File: config.mk
export PLATFORM = sky130hd
export DESIGN_NAME = auto_base_integer_parser_core
export DESIGN_NICKNAME = d
export VERILOG_FILES = /design/src/abip_pkg.sv /design/src/abip_front.sv /design/src/abip_fifo.sv /design/src/abip_back.sv /design/src/auto_base_integer_parser_core.sv
export SDC_FILE = /design/constraint.sdc
export NUM_CORES = 1
export LEC_CHECK = 0
export BUFFER_PORTS_ARGS = -buffer_cell sky130_fd_sc_hd__buf_4
export CORE_MARGIN = 3
export CORE_UTILIZATION = 34
export CTS_CLUSTER_DIAMETER = 60
export DETAILED_ROUTE_END_ITERATION = 6
export GPL_ROUTABILITY_DRIVEN = 0
export HOLD_SLACK_MARGIN = 0.15
export PLACE_DENSITY_LB_ADDON = 0.08
export SLEW_MARGIN = 5
export SYNTH_ARGS = -nofsm -noshare
export SYNTH_HDL_FRONTEND = slang
export SYNTH_SLANG_ARGS = --single-unit
File: constraint.sdc
create_clock -name clk_i -period 7.9 [get_ports clk_i]
set_clock_uncertainty 0.05 [all_clocks]
set_input_delay 1.185 -clock clk_i [delete_from_list [all_inputs] [get_ports clk_i]]
set_output_delay 1.185 -clock clk_i [all_outputs]
set_load 0.02 [all_outputs]
File: src/abip_pkg.sv
// ----------------------------------------------------------------------------
// abip_pkg: shared types and constants of the auto-base integer parser
// Character codes, the token passed from classifier to parser, parse modes,
// number bases and result status codes.
// ----------------------------------------------------------------------------
`timescale 1ns / 1ps
`default_nettype none

package abip_pkg;

  // Default signed width of the parsed value and depth of the token queue
  localparam int ValueBitsDefault  = 32;
  localparam int QueueDepthDefault = 2;

  localparam int CharBits  = 8;
  localparam int ValueOutW = 32;

  localparam logic [CharBits-1:0] CharNul   = 8'h00;
  localparam logic [CharBits-1:0] CharPlus  = 8'h2B;
  localparam logic [CharBits-1:0] CharMinus = 8'h2D;
  localparam logic [CharBits-1:0] CharZero  = 8'h30;
  localparam logic [CharBits-1:0] CharOne   = 8'h31;
  localparam logic [CharBits-1:0] CharSeven = 8'h37;
  localparam logic [CharBits-1:0] CharNine  = 8'h39;
  localparam logic [CharBits-1:0] CharUpA   = 8'h41;
  localparam logic [CharBits-1:0] CharUpF   = 8'h46;
  localparam logic [CharBits-1:0] CharLowA  = 8'h61;
  localparam logic [CharBits-1:0] CharLowB  = 8'h62;
  localparam logic [CharBits-1:0] CharLowF  = 8'h66;
  localparam logic [CharBits-1:0] CharLowX  = 8'h78;

  // Classified character, one per queue entry
  typedef struct packed {
    logic       is_nul;
    logic       is_plus;
    logic       is_minus;
    logic       is_zero;
    logic       is_x;
    logic       is_b;
    logic       is_dec;
    logic       is_oct;
    logic       is_bin;
    logic       is_hex;
    logic [3:0] digit;
  } token_t;

  typedef enum logic [3:0] {
    MODE_START      = 4'd0,
    MODE_SIGNED     = 4'd1,
    MODE_ZERO       = 4'd2,
    MODE_HEX_FIRST  = 4'd3,
    MODE_HEX        = 4'd4,
    MODE_BIN_FIRST  = 4'd5,
    MODE_BIN        = 4'd6,
    MODE_OCT        = 4'd7,
    MODE_DEC        = 4'd8,
    MODE_STOP_OK    = 4'd9,
    MODE_STOP_EMPTY = 4'd10
  } mode_e;

  typedef enum logic [1:0] {
    BASE_2  = 2'd0,
    BASE_8  = 2'd1,
    BASE_10 = 2'd2,
    BASE_16 = 2'd3
  } base_e;

  typedef enum logic [1:0] {
    STATUS_OK    = 2'd0,
    STATUS_EMPTY = 2'd1,
    STATUS_RANGE = 2'd2
  } status_e;

endpackage

`default_nettype wire

File: src/abip_front.sv
// ----------------------------------------------------------------------------
// abip_front: character classifier
// Accepts characters while the queue has room and turns each into a token.
// ----------------------------------------------------------------------------
`timescale 1ns / 1ps
`default_nettype none

module abip_front (
  input  wire logic                          valid_i,
  output logic                               ready_o,
  input  wire logic [abip_pkg::CharBits-1:0] char_i,
  input  wire logic                          queue_full_i,
  output logic                               push_o,
  output abip_pkg::token_t                   token_o
);

  logic is_dec;
  logic is_upper_hex;
  logic is_lower_hex;

  assign ready_o = !queue_full_i;
  assign push_o  = valid_i && !queue_full_i;

  assign is_dec       = (char_i >= abip_pkg::CharZero) && (char_i <= abip_pkg::CharNine);
  assign is_upper_hex = (char_i >= abip_pkg::CharUpA) && (char_i <= abip_pkg::CharUpF);
  assign is_lower_hex = (char_i >= abip_pkg::CharLowA) && (char_i <= abip_pkg::CharLowF);

  always_comb begin
    token_o.is_nul   = (char_i == abip_pkg::CharNul);
    token_o.is_plus  = (char_i == abip_pkg::CharPlus);
    token_o.is_minus = (char_i == abip_pkg::CharMinus);
    token_o.is_zero  = (char_i == abip_pkg::CharZero);
    token_o.is_x     = (char_i == abip_pkg::CharLowX);
    token_o.is_b     = (char_i == abip_pkg::CharLowB);
    token_o.is_dec   = is_dec;
    token_o.is_oct   = (char_i >= abip_pkg::CharZero) && (char_i <= abip_pkg::CharSeven);
    token_o.is_bin   = (char_i == abip_pkg::CharZero) || (char_i == abip_pkg::CharOne);
    token_o.is_hex   = is_dec || is_upper_hex || is_lower_hex;
    // letters A-F and a-f carry 1..6 in their low nibble
    token_o.digit    = is_dec ? char_i[3:0] : (char_i[3:0] + 4'd9);
  end

endmodule

`default_nettype wire

File: src/abip_fifo.sv
// ----------------------------------------------------------------------------
// abip_fifo: token queue
// Short register queue between classifier and parser.
// ----------------------------------------------------------------------------
`timescale 1ns / 1ps
`default_nettype none

module abip_fifo #(
  parameter int Depth = abip_pkg::QueueDepthDefault
) (
  input  wire logic             clk_i,
  input  wire logic             rst_ni,
  input  wire logic             push_i,
  input  wire abip_pkg::token_t token_i,
  output logic                  full_o,
  input  wire logic             pop_i,
  output logic                  valid_o,
  output abip_pkg::token_t      token_o
);

  localparam int PtrW = (Depth > 1) ? $clog2(Depth) : 1;
  localparam int CntW = $clog2(Depth + 1);

  abip_pkg::token_t mem_q [Depth];
  logic [PtrW-1:0]  wr_ptr_q, wr_ptr_d;
  logic [PtrW-1:0]  rd_ptr_q, rd_ptr_d;
  logic [CntW-1:0]  count_q, count_d;

  assign full_o  = (count_q == CntW'(Depth));
  assign valid_o = (count_q != '0);
  assign token_o = mem_q[rd_ptr_q];

  always_comb begin
    wr_ptr_d = wr_ptr_q;
    rd_ptr_d = rd_ptr_q;
    count_d  = count_q;
    if (push_i) begin
      wr_ptr_d = (wr_ptr_q == PtrW'(Depth - 1)) ? '0 : wr_ptr_q + 1'b1;
    end
    if (pop_i) begin
      rd_ptr_d = (rd_ptr_q == PtrW'(Depth - 1)) ? '0 : rd_ptr_q + 1'b1;
    end
    unique case ({push_i, pop_i})
      2'b10:   count_d = count_q + 1'b1;
      2'b01:   count_d = count_q - 1'b1;
      default: count_d = count_q;
    endcase
  end

  always_ff @(posedge clk_i or negedge rst_ni) begin
    if (!rst_ni) begin
      wr_ptr_q <= '0;
      rd_ptr_q <= '0;
      count_q  <= '0;
    end else begin
      wr_ptr_q <= wr_ptr_d;
      rd_ptr_q <= rd_ptr_d;
      count_q  <= count_d;
    end
  end

  always_ff @(posedge clk_i) begin
    if (push_i) begin
      mem_q[wr_ptr_q] <= token_i;
    end
  end

endmodule

`default_nettype wire

File: src/abip_back.sv
// ----------------------------------------------------------------------------
// abip_back: parser and result register
// Runs the base-selection state machine over queued tokens, accumulates
// digits with a range check, and holds each result until it is taken.
// ----------------------------------------------------------------------------
`timescale 1ns / 1ps
`default_nettype none

module abip_back #(
  parameter int ValueBits = abip_pkg::ValueBitsDefault
) (
  input  wire logic                           clk_i,
  input  wire logic                           rst_ni,
  input  wire logic                           tok_valid_i,
  input  wire abip_pkg::token_t               tok_i,
  output logic                                pop_o,
  output logic                                res_valid_o,
  input  wire logic                           res_ready_i,
  output logic [abip_pkg::ValueOutW-1:0]      res_value_o,
  output abip_pkg::status_e                   res_status_o
);

  localparam int SumW = ValueBits + 5;
  localparam logic [ValueBits-1:0] NegMag = {1'b1, {(ValueBits-1){1'b0}}};
  localparam logic [ValueBits-1:0] PosMag = {1'b0, {(ValueBits-1){1'b1}}};

  abip_pkg::mode_e   mode_q, mode_d;
  logic              neg_q, neg_d;
  logic              ovf_q, ovf_d;
  logic [ValueBits-1:0] acc_q, acc_d;

  logic              out_valid_q;
  logic [abip_pkg::ValueOutW-1:0] out_value_q;
  abip_pkg::status_e out_status_q;

  logic              do_acc;
  abip_pkg::base_e   base;
  abip_pkg::mode_e   acc_next;
  logic [SumW-1:0]   acc_ext, scaled, sum, lim;

  abip_pkg::status_e    res_status;
  logic [ValueBits-1:0] res_value;
  logic [abip_pkg::ValueOutW-1:0] res_value_ext;

  // Hold a NUL token back while the result register is occupied and not being taken
  assign pop_o = tok_valid_i && (!tok_i.is_nul || !out_valid_q || res_ready_i);

  // Select base, digit action and mode successor
  always_comb begin
    do_acc   = 1'b0;
    base     = abip_pkg::BASE_10;
    acc_next = abip_pkg::MODE_DEC;
    mode_d   = mode_q;
    neg_d    = neg_q;
    ovf_d    = ovf_q;
    acc_d    = acc_q;
    unique case (mode_q)
      abip_pkg::MODE_START, abip_pkg::MODE_SIGNED: begin
        if (mode_q == abip_pkg::MODE_START && tok_i.is_plus) begin
          mode_d = abip_pkg::MODE_SIGNED;
        end else if (mode_q == abip_pkg::MODE_START && tok_i.is_minus) begin
          neg_d  = 1'b1;
          mode_d = abip_pkg::MODE_SIGNED;
        end else if (tok_i.is_zero) begin
          mode_d = abip_pkg::MODE_ZERO;
        end else if (tok_i.is_dec) begin
          do_acc = 1'b1;
        end else begin
          mode_d = abip_pkg::MODE_STOP_EMPTY;
        end
      end
      abip_pkg::MODE_ZERO: begin
        if (tok_i.is_x) begin
          mode_d = abip_pkg::MODE_HEX_FIRST;
        end else if (tok_i.is_b) begin
          mode_d = abip_pkg::MODE_BIN_FIRST;
        end else if (tok_i.is_oct) begin
          do_acc   = 1'b1;
          base     = abip_pkg::BASE_8;
          acc_next = abip_pkg::MODE_OCT;
        end else begin
          mode_d = abip_pkg::MODE_STOP_OK;
        end
      end
      abip_pkg::MODE_HEX_FIRST, abip_pkg::MODE_HEX: begin
        base     = abip_pkg::BASE_16;
        acc_next = abip_pkg::MODE_HEX;
        if (tok_i.is_hex) begin
          do_acc = 1'b1;
        end else if (mode_q == abip_pkg::MODE_HEX_FIRST) begin
          mode_d = abip_pkg::MODE_STOP_EMPTY;
        end
      end
      abip_pkg::MODE_BIN_FIRST, abip_pkg::MODE_BIN: begin
        base     = abip_pkg::BASE_2;
        acc_next = abip_pkg::MODE_BIN;
        if (tok_i.is_bin) begin
          do_acc = 1'b1;
        end else if (mode_q == abip_pkg::MODE_BIN_FIRST) begin
          mode_d = abip_pkg::MODE_STOP_EMPTY;
        end else begin
          mode_d = abip_pkg::MODE_STOP_OK;
        end
      end
      abip_pkg::MODE_OCT: begin
        base     = abip_pkg::BASE_8;
        acc_next = abip_pkg::MODE_OCT;
        if (tok_i.is_oct) begin
          do_acc = 1'b1;
        end else begin
          mode_d = abip_pkg::MODE_STOP_OK;
        end
      end
      abip_pkg::MODE_DEC: begin
        if (tok_i.is_dec) begin
          do_acc = 1'b1;
        end else begin
          mode_d = abip_pkg::MODE_STOP_OK;
        end
      end
      abip_pkg::MODE_STOP_OK: begin
        mode_d = mode_q;
      end
      default: begin
        mode_d = abip_pkg::MODE_STOP_EMPTY;
      end
    endcase

    // Scale by the base with shifts, add the digit, compare against the limit
    acc_ext = SumW'(acc_q);
    unique case (base)
      abip_pkg::BASE_2:  scaled = acc_ext << 1;
      abip_pkg::BASE_8:  scaled = acc_ext << 3;
      abip_pkg::BASE_10: scaled = (acc_ext << 3) + (acc_ext << 1);
      default:           scaled = acc_ext << 4;
    endcase
    sum = scaled + SumW'(tok_i.digit);
    lim = neg_q ? SumW'(NegMag) : SumW'(PosMag);
    if (do_acc) begin
      if (sum > lim) begin
        ovf_d  = 1'b1;
        mode_d = abip_pkg::MODE_STOP_OK;
      end else begin
        acc_d  = sum[ValueBits-1:0];
        mode_d = acc_next;
      end
    end

    // End of string: drop all parse state
    if (tok_i.is_nul) begin
      mode_d = abip_pkg::MODE_START;
      neg_d  = 1'b0;
      ovf_d  = 1'b0;
      acc_d  = '0;
    end
  end

  // Result for a NUL arriving in the current mode
  always_comb begin
    res_status = abip_pkg::STATUS_EMPTY;
    res_value  = '0;
    unique case (mode_q)
      abip_pkg::MODE_ZERO: begin
        res_status = abip_pkg::STATUS_OK;
      end
      abip_pkg::MODE_HEX, abip_pkg::MODE_BIN, abip_pkg::MODE_OCT,
      abip_pkg::MODE_DEC, abip_pkg::MODE_STOP_OK: begin
        if (ovf_q) begin
          res_status = abip_pkg::STATUS_RANGE;
          res_value  = neg_q ? NegMag : PosMag;
        end else begin
          res_status = abip_pkg::STATUS_OK;
          res_value  = neg_q ? (~acc_q + 1'b1) : acc_q;
        end
      end
      default: begin
        res_status = abip_pkg::STATUS_EMPTY;
      end
    endcase
  end

  if (ValueBits >= abip_pkg::ValueOutW) begin : g_trunc
    assign res_value_ext = res_value[abip_pkg::ValueOutW-1:0];
  end else begin : g_sext
    assign res_value_ext = {{(abip_pkg::ValueOutW-ValueBits){res_value[ValueBits-1]}},
                            res_value};
  end

  always_ff @(posedge clk_i or negedge rst_ni) begin
    if (!rst_ni) begin
      mode_q      <= abip_pkg::MODE_START;
      neg_q       <= 1'b0;
      ovf_q       <= 1'b0;
      acc_q       <= '0;
      out_valid_q <= 1'b0;
    end else begin
      if (pop_o) begin
        mode_q <= mode_d;
        neg_q  <= neg_d;
        ovf_q  <= ovf_d;
        acc_q  <= acc_d;
      end
      if (pop_o && tok_i.is_nul) begin
        out_valid_q <= 1'b1;
      end else if (res_ready_i) begin
        out_valid_q <= 1'b0;
      end
    end
  end

  always_ff @(posedge clk_i) begin
    if (pop_o && tok_i.is_nul) begin
      out_value_q  <= res_value_ext;
      out_status_q <= res_status;
    end
  end

  assign res_valid_o  = out_valid_q;
  assign res_value_o  = out_value_q;
  assign res_status_o = out_status_q;

  a_reset_after_nul: assert property (@(posedge clk_i) disable iff (!rst_ni)
    pop_o && tok_i.is_nul |=> mode_q == abip_pkg::MODE_START && !neg_q && !ovf_q
                              && acc_q == '0)
    else $error("parse state not cleared after end of string");

  a_acc_in_range: assert property (@(posedge clk_i) disable iff (!rst_ni)
    acc_q <= NegMag)
    else $error("accumulator beyond signed range");

  a_empty_is_zero: assert property (@(posedge clk_i) disable iff (!rst_ni)
    out_valid_q && out_status_q == abip_pkg::STATUS_EMPTY |-> out_value_q == '0)
    else $error("empty result with nonzero value");

  a_nul_held_when_full: assert property (@(posedge clk_i) disable iff (!rst_ni)
    out_valid_q && !res_ready_i && tok_valid_i && tok_i.is_nul |-> !pop_o)
    else $error("result overwritten before it was taken");

endmodule

`default_nettype wire

File: src/auto_base_integer_parser_core.sv
// ----------------------------------------------------------------------------
// auto_base_integer_parser_core: streaming string-to-integer parser
// Result: registered at the edge that accepts its NUL character, when the
//   result register is free.
// Throughput: one character per cycle while results are taken, set by the single
//   parser step (one scale-add-compare per cycle on the accumulator register).
// A result that is not taken holds back the next NUL; characters ahead of it
//   keep flowing, and input stalls once the token queue fills behind it.
// Reset (rst_ni low, asynchronous): queue empty, parser at string start,
//   no result pending.
// ----------------------------------------------------------------------------
`timescale 1ns / 1ps
`default_nettype none

module auto_base_integer_parser_core #(
  parameter int ValueBits  = abip_pkg::ValueBitsDefault,   // 8 to 64
  parameter int QueueDepth = abip_pkg::QueueDepthDefault
) (
  input  wire logic                           clk_i,
  input  wire logic                           rst_ni,
  // Character stream
  input  wire logic                           s_axis_tvalid,
  output logic                                s_axis_tready,
  input  wire logic [abip_pkg::CharBits-1:0]  s_axis_tdata,  // [7:0] char_code
  // Result stream
  output logic                                m_axis_tvalid,
  input  wire logic                           m_axis_tready,
  output logic [abip_pkg::ValueOutW-1:0]      m_axis_tdata,  // [31:0] parsed_value
  output logic [1:0]                          m_axis_tuser   // [1:0] status
);

  // Token path between the classifier and the parser
  logic             push;
  logic             queue_full;
  abip_pkg::token_t push_token;
  logic             pop;
  logic             tok_valid;
  abip_pkg::token_t tok;

  abip_pkg::status_e res_status;

  // Front: classify each accepted character; stall only on a full queue
  abip_front u_front (
    .valid_i      (s_axis_tvalid),
    .ready_o      (s_axis_tready),
    .char_i       (s_axis_tdata),
    .queue_full_i (queue_full),
    .push_o       (push),
    .token_o      (push_token)
  );

  // Queue: decouple character intake from the result handshake
  abip_fifo #(
    .Depth (QueueDepth)
  ) u_fifo (
    .clk_i   (clk_i),
    .rst_ni  (rst_ni),
    .push_i  (push),
    .token_i (push_token),
    .full_o  (queue_full),
    .pop_i   (pop),
    .valid_o (tok_valid),
    .token_o (tok)
  );

  // Back: advance the parse one token per cycle unless a NUL is held back, and register each result
  abip_back #(
    .ValueBits (ValueBits)
  ) u_back (
    .clk_i        (clk_i),
    .rst_ni       (rst_ni),
    .tok_valid_i  (tok_valid),
    .tok_i        (tok),
    .pop_o        (pop),
    .res_valid_o  (m_axis_tvalid),
    .res_ready_i  (m_axis_tready),
    .res_value_o  (m_axis_tdata),
    .res_status_o (res_status)
  );

  assign m_axis_tuser = res_status;

endmodule

`default_nettype wire
==> flow_summary.toml, run 1 <==
[cts]
cts_sinks = 105
tritoncts_clock_tree = "built"
cts_hold_buf = 0
clk_root_buffer_cell = "clkbuf_16"
cts_repair_resize_count = 0
cts_setup_buffers = 0
path_clk_slew_ps = 80
cts-htree-levels = 3
cts_max_path_buffers = 2
worst_skew_pair.late_latency_ps = 370
cts_inserted_buffers = 9

[power]
net-switching-power_mw = 2.11
intPower_mw = 2.09
power.static_leakage_nw = 4.42
power_frac_comb = 0.636
ir_worst_vdd_uv = 186
power.share.sequential = 0.238
design_power_total_mw = 4.20
switching_share = 0.503
power_per_cell_area_mw_per_mm2 = 375
power_frac_clock = 0.126

[route]
wl_per_cell_um = 21.4
route.detailed.drc = 0
route.antenna.remaining_nets = 0
routedLengthMet1_mm = 16.1
detail_route.iter0.violations = 742
wl_mm = 34.2
detailroute.wirelength.met3_mm = 1.60
viasPerCell = 5.96
vias = 9532
drtPass1Iterations = 5
met2_layer_wire_length_in_the_routed_design_mm = 15.8
top_signal_layer_used = "met4"

[synthesis]
synth.yosys.warnings = 0
synth_top_area_cell = "edfxtp_1"
ys_types = 95
synth_nets = 1289
synth_ff_type = "edfxtp_1"
synth_common_cells = "nor2_1, a21oi_1, nand2_1, ha_1, o21ai_0"
asyncSetResetFlopFracSynth = 0.410
synth-seq-cells = 105
post_synthesis_sequential_area_ratio = 0.290
synth.area.top_cells = "edfxtp_1, dfrtp_1, ha_1"
yosysMostFrequentCell = "nor2_1"
post_synth.cell_area_avg_um2 = 8.41
synthesis.area_mm2 = 0.0101
synthCells = 1204
number_of_enable_flip_flop_cells_after_synthesis = 62
synth_top_area_share = 0.184

[final_layout]
fraction_of_final_layout_cells_with_drive_strength_greater_than_1 = 0.115
fin_cells = 1598
design_area_mm2 = 0.0112
layout.nets = 1294
area_growth_pct = 10.6
final_core_util = 0.386
antenna-diode-count = 0

[global_routing]
globalRouteOverflowTotal = 0
wire_length_of_the_first_global_routing_pass_mm = 53.6
grt_util_all_layers = 0.216
initial_antenna_violation_count = 0
first_global_vias = 9092
pin_count_of_the_biggest_net_entering_global_routing = 44

[place]
dp_slack_ps = 865
placed_cell_area_mm2 = 0.0109
hpwl_detailed_mm = 26.0
post_place_cells = 1582
place.port_buffers = 47

[floorplan]
dieHeight_um = 179
starting_density_of_the_core = 0.349
dieArea_mm2 = 0.0319
core-area_mm2 = 0.0290
chipWidth_um = 179
rows = 62
io_pins = 48

[timing]
remaining_max_slew_budget_at_the_tightest_pin = 0.381
rsz0062_at_grt = "false"
period_needed_ps = 7130
slew_violations = 0
timing.final.ws_setup_ps = 768
timing.setup.tns_ps = 0
worst_slew_pin_slew_ps = 926
final-hold-violation-count = 0
post_route_worst_hold_slack_ps = 445
layout_worst_path_cycle_share = 0.903
setup_viol = 0
max_freq_mhz = 140

[setup_path]
setup.worst_path.end_class = "flip-flop"
cp_data_required_time_ps = 8110
path_class = "reg2reg"
crit-reg2reg-launch = "u_back.acc_q[3]$_DFFE_PN0P_"
worst-path-buf-inv = 1
critical_path.most_common_cell = "a211oi_1"
ff2ff_path_depth = 25
r2r_setup_slack_ps = 770
regToRegEndpoint = "u_back.acc_q[9]$_DFFE_PN0P_"
critical_path.max_fanout = 32
standard_cell_with_the_maximum_stage_delay_on_the_critical_path = "dfrtp_1"
crit_arrival_ps = 7340
critical_path.top_delay_family = "compound AO/OA/AOI/OAI gates"
timing.critical_path.from_type = "flip-flop"
biggest_cell_delay_along_the_critical_path_ps = 620

[min_path]
min_path_cells = 1
min_to = "u_fifo.wr_ptr_q$_DFFE_PN0P_"
worst_hold_startpoint = "u_fifo.wr_ptr_q$_DFFE_PN0P_"
worst_hold_path_type = "reg2reg"

[flow_run]
drv_cap = 0

[run_status]
result_of_the_run = "complete, no violations"
## sequential cells by signal (all words and copies together), names as in the netlist, 2 cells and up
name	flops
u_fifo.mem_q	28
u_back.acc_q	32
u_back.mode_q	4
u_back.res_status_o	2
u_back.res_value_o	32
u_fifo.count_q	2
## worst max path at each step
stage / cells after the start / end / slack (ps) / from
3_3_place_gp: 26 / u_back.acc_q[2]$_DFFE_PN0P_ / 930 / u_back.acc_q[0]$_DFFE_PN0P_
4_1_cts: 25 / u_back.acc_q[14]$_DFFE_PN0P_ / 830 / u_back.acc_q[3]$_DFFE_PN0P_
2_1_floorplan: 27 / u_back.acc_q[10]$_DFFE_PN0P_ / 1560 / u_back.acc_q[3]$_DFFE_PN0P_
3_5_place_dp: 25 / u_back.acc_q[9]$_DFFE_PN0P_ / 870 / u_back.acc_q[3]$_DFFE_PN0P_
5_1_grt: 25 / u_back.acc_q[14]$_DFFE_PN0P_ / 290 / u_back.acc_q[3]$_DFFE_PN0P_
6_report: 25 / u_back.acc_q[9]$_DFFE_PN0P_ / 770 / u_back.acc_q[3]$_DFFE_PN0P_
## layer usage
metal | up-vias | global-route usage
met5 | - | 0
met1 | 4566 | 0.299
met4 | 0 | 0.0601
met3 | 44 | 0.0266
li1 | 4608 | -
met2 | 314 | 0.355
## cell type report
type / instances / area [um2]
Clock inverter: 5 / 62.6
Tap cell: 384 / 480
Timing Repair Buffer: 78 / 598
Clock buffer: 11 / 275
Sequential cell: 105 / 2940
Multi-Input combinational cell: 986 / 6750
Fill cell: 3005 / 17800
Inverter: 29 / 109
## cell families after synthesis
kind of cell	Yosys count	share of synthesized area
AND/OR/NAND/NOR	416	0.212
XOR/XNOR	62	0.0536
multiplexers	19	0.0198
flip-flops	105	0.290
adder cells (fa/ha/maj)	73	0.0916
AO/OA/AOI/OAI	416	0.287
buffers and inverters	113	0.0458
## placed cells by master (no fill, tap or decap), types with 36 or more instances in the layout
master    count
dfrtp_1      42
buf_4        77
o21ai_0      70
a22o_1       36
edfxtp_1     62
nand2_1      90
ha_1         71
xnor2_1      42
nor2_1      128
a21oi_1      98
## power groups by stage
stage,Combinational [mW],Sequential (mW),Clock [mW]
floorplan,1.83,1.01,0
global placement,2.67,1.01,0
detailed placement,2.66,1.01,0
CTS,2.67,0.999,0.542
global route,2.95,1.03,0.560
finish,2.67,0.999,0.529
Note: power is estimated with default switching activity, not from simulation.
==> run 2: changes to the inputs <==
--- a/config.mk
+++ b/config.mk
@@ -12,6 +12,7 @@
 export DETAILED_ROUTE_END_ITERATION = 6
 export GPL_ROUTABILITY_DRIVEN = 0
 export HOLD_SLACK_MARGIN = 0.15
+export MAX_ROUTING_LAYER = met4
 export PLACE_DENSITY_LB_ADDON = 0.08
 export SLEW_MARGIN = 5
 export SYNTH_ARGS = -nofsm -noshare
==> run 2 against run 1 <==
  * Core utilization is the same
  * Final area is the same
  * Non-clock buffer count is the same
  * Wire length grew 0.34%
  * Flip-flop and latch count is the same
  * Maximum frequency grew 0.48%
  * Critical path depth is the same
  * Count of clock-buffer cells in the layout is the same
  * Combinational power is essentially flat
  * Worst hold slack is essentially flat
  * Die area is the same
  * First-iteration DRC count grew 12%
  * Highest routed layer unchanged
==> flow_summary.toml, run 2 (synthesis gave the netlist of run 1 again) <==
[power]
design_power_total_mw = 4.21
ir_worst_vdd_uv = 186
power_per_cell_area_mw_per_mm2 = 375
power.static_leakage_nw = 4.42

[timing]
worst_slew_pin_slew_ps = 918
timing.final.ws_setup_ps = 802
timing.setup.tns_ps = 0
remaining_max_slew_budget_at_the_tightest_pin = 0.386
rsz0062_at_grt = "false"
slew_violations = 0
post_route_worst_hold_slack_ps = 445
setup_viol = 0
period_needed_ps = 7100
layout_worst_path_cycle_share = 0.898
max_freq_mhz = 141
final-hold-violation-count = 0

[final_layout]
layout.nets = 1294
area_growth_pct = 10.6
nFillCells = 3005
fraction_of_final_layout_cells_with_drive_strength_greater_than_1 = 0.115
final_common_cell = "nor2_1"
layout.cells.most_common_list = "nor2_1, a21oi_1, nand2_1"
antenna-diode-count = 0

[floorplan]
starting_density_of_the_core = 0.349
dieArea_mm2 = 0.0319
io_pins = 48
core-area_mm2 = 0.0290
dieHeight_um = 179
rows = 62
chipWidth_um = 179

[global_routing]
first_global_vias = 9084
grt_util_all_layers = 0.223
wire_length_of_the_first_global_routing_pass_mm = 53.7
pin_count_of_the_biggest_net_entering_global_routing = 44
use_met2 = 0.355
initial_antenna_violation_count = 0
global_route.peak_usage_layer = "met2"
grt_util_met1 = 0.300
globalRouteMet3Util = 0.0270
globalRouteOverflowTotal = 0

[place]
dp_slack_ps = 865
hpwl_detailed_mm = 26.0
place.port_buffers = 47

[cts]
cts_sinks = 105
worst_skew_pair.late_latency_ps = 370
cts_repair_resize_count = 0
cts-htree-levels = 3
cts_setup_buffers = 0
clk_root_buffer_cell = "clkbuf_16"
cts_inserted_buffers = 9
path_clk_slew_ps = 80
tritoncts_clock_tree = "built"
cts_hold_buf = 0
cts_max_path_buffers = 2

[setup_path]
worst-path-buf-inv = 1
critical_path.max_fanout = 32
critical_path.most_common_cell = "a211oi_1"
setup.worst_path.end_class = "flip-flop"
biggest_cell_delay_along_the_critical_path_ps = 610
critical_path.top_delay_family = "compound AO/OA/AOI/OAI gates"
timing.critical_path.from_type = "flip-flop"
crit_arrival_ps = 7300
standard_cell_with_the_maximum_stage_delay_on_the_critical_path = "dfrtp_1"
cp_data_required_time_ps = 8100
r2r_setup_slack_ps = 800
path_class = "reg2reg"

[route]
detail_route.iter0.violations = 829
wl_mm = 34.3
route.detailed.drc = 0
vias = 9540
viasPerCell = 5.97
route.antenna.remaining_nets = 0
wl_per_cell_um = 21.5
drtPass1Iterations = 5

[run_status]
result_of_the_run = "complete, no violations"

[flow_run]
drv_cap = 0

[min_path]
worst_hold_path_type = "reg2reg"
## run 2: cell counts in the layout (fill, tap and decap cells not counted)
No cell type changed its count.
## run 2: area by class of cell
type                       instances  area [um2]  area share
sequential                       105        2940       0.262
clock inverter                     5        62.6     0.00558
tap                              384         480      0.0429
timing repair buffer              78         598      0.0534
multi-input combinational        986        6750       0.602
clock buffer                      11         275      0.0246
inverter                          29         109     0.00971
## run 2: worst reg2reg max path: stages (launching register included)
cell and delay (ps):
dfrtp_1 610, inv_1 170, fa_1 450, nand2b_1 180, a211o_1 340, a211oi_1 490, o2111ai_1 150, and3_1 260
nor4_4 180, or4b_4 530, or4b_4 580, xor2_1 210, ha_1 280, a21o_1 160, a21o_1 170, a21oi_1 140
nor2b_1 50, o21ai_0 150, a21oi_1 80, a211oi_1 180, o22ai_1 100, a211oi_1 200, o211ai_1 190, a211oi_4 370
o21bai_4 350, a22o_1 360
## run 2: per-layer routing
metal / up-vias / share of wire
met5: - / 0
met4: 0 / 0.021
met3: 38 / 0.051
met2: 291 / 0.46
met1: 4601 / 0.47
li1: 4610 / -
## run 2: through the flow
| stage | area [um2] | util | std cells |
|---|---|---|---|
| finish | 11200 | 0.386 | 1598 |
| floorplan | 10100 | - | 1204 |
| global placement | 10900 | 0.375 | 1582 |
| detailed placement | 10900 | 0.375 | 1582 |
| CTS | 11200 | 0.386 | 1598 |
| global route | 11200 | 0.386 | 1598 |
## run 2: report_power, final
part | switching, mW | internal, mW
combinational | 1.68 | 0.999
sequential | 0.198 | 0.801
clock | 0.239 | 0.288
total | 2.12 | 2.09
## run 2: final timing paths
check                                                  from                             end  depth (start not counted)
worst max-delay path            u_back.acc_q[3]$_DFFE_PN0P_     u_back.acc_q[9]$_DFFE_PN0P_                         25
worst min-delay path            u_fifo.wr_ptr_q$_DFFE_PN0P_     u_fifo.wr_ptr_q$_DFFE_PN0P_                          1
worst max register to register  u_back.acc_q[3]$_DFFE_PN0P_     u_back.acc_q[9]$_DFFE_PN0P_                         25
worst min register to register  u_fifo.wr_ptr_q$_DFFE_PN0P_     u_fifo.wr_ptr_q$_DFFE_PN0P_                          1
max in group asynchronous                            rst_ni        u_back.neg_q$_DFFE_PN0P_                          1
min in group asynchronous                            rst_ni  u_back.res_valid_o$_DFFE_PN0P_                          1
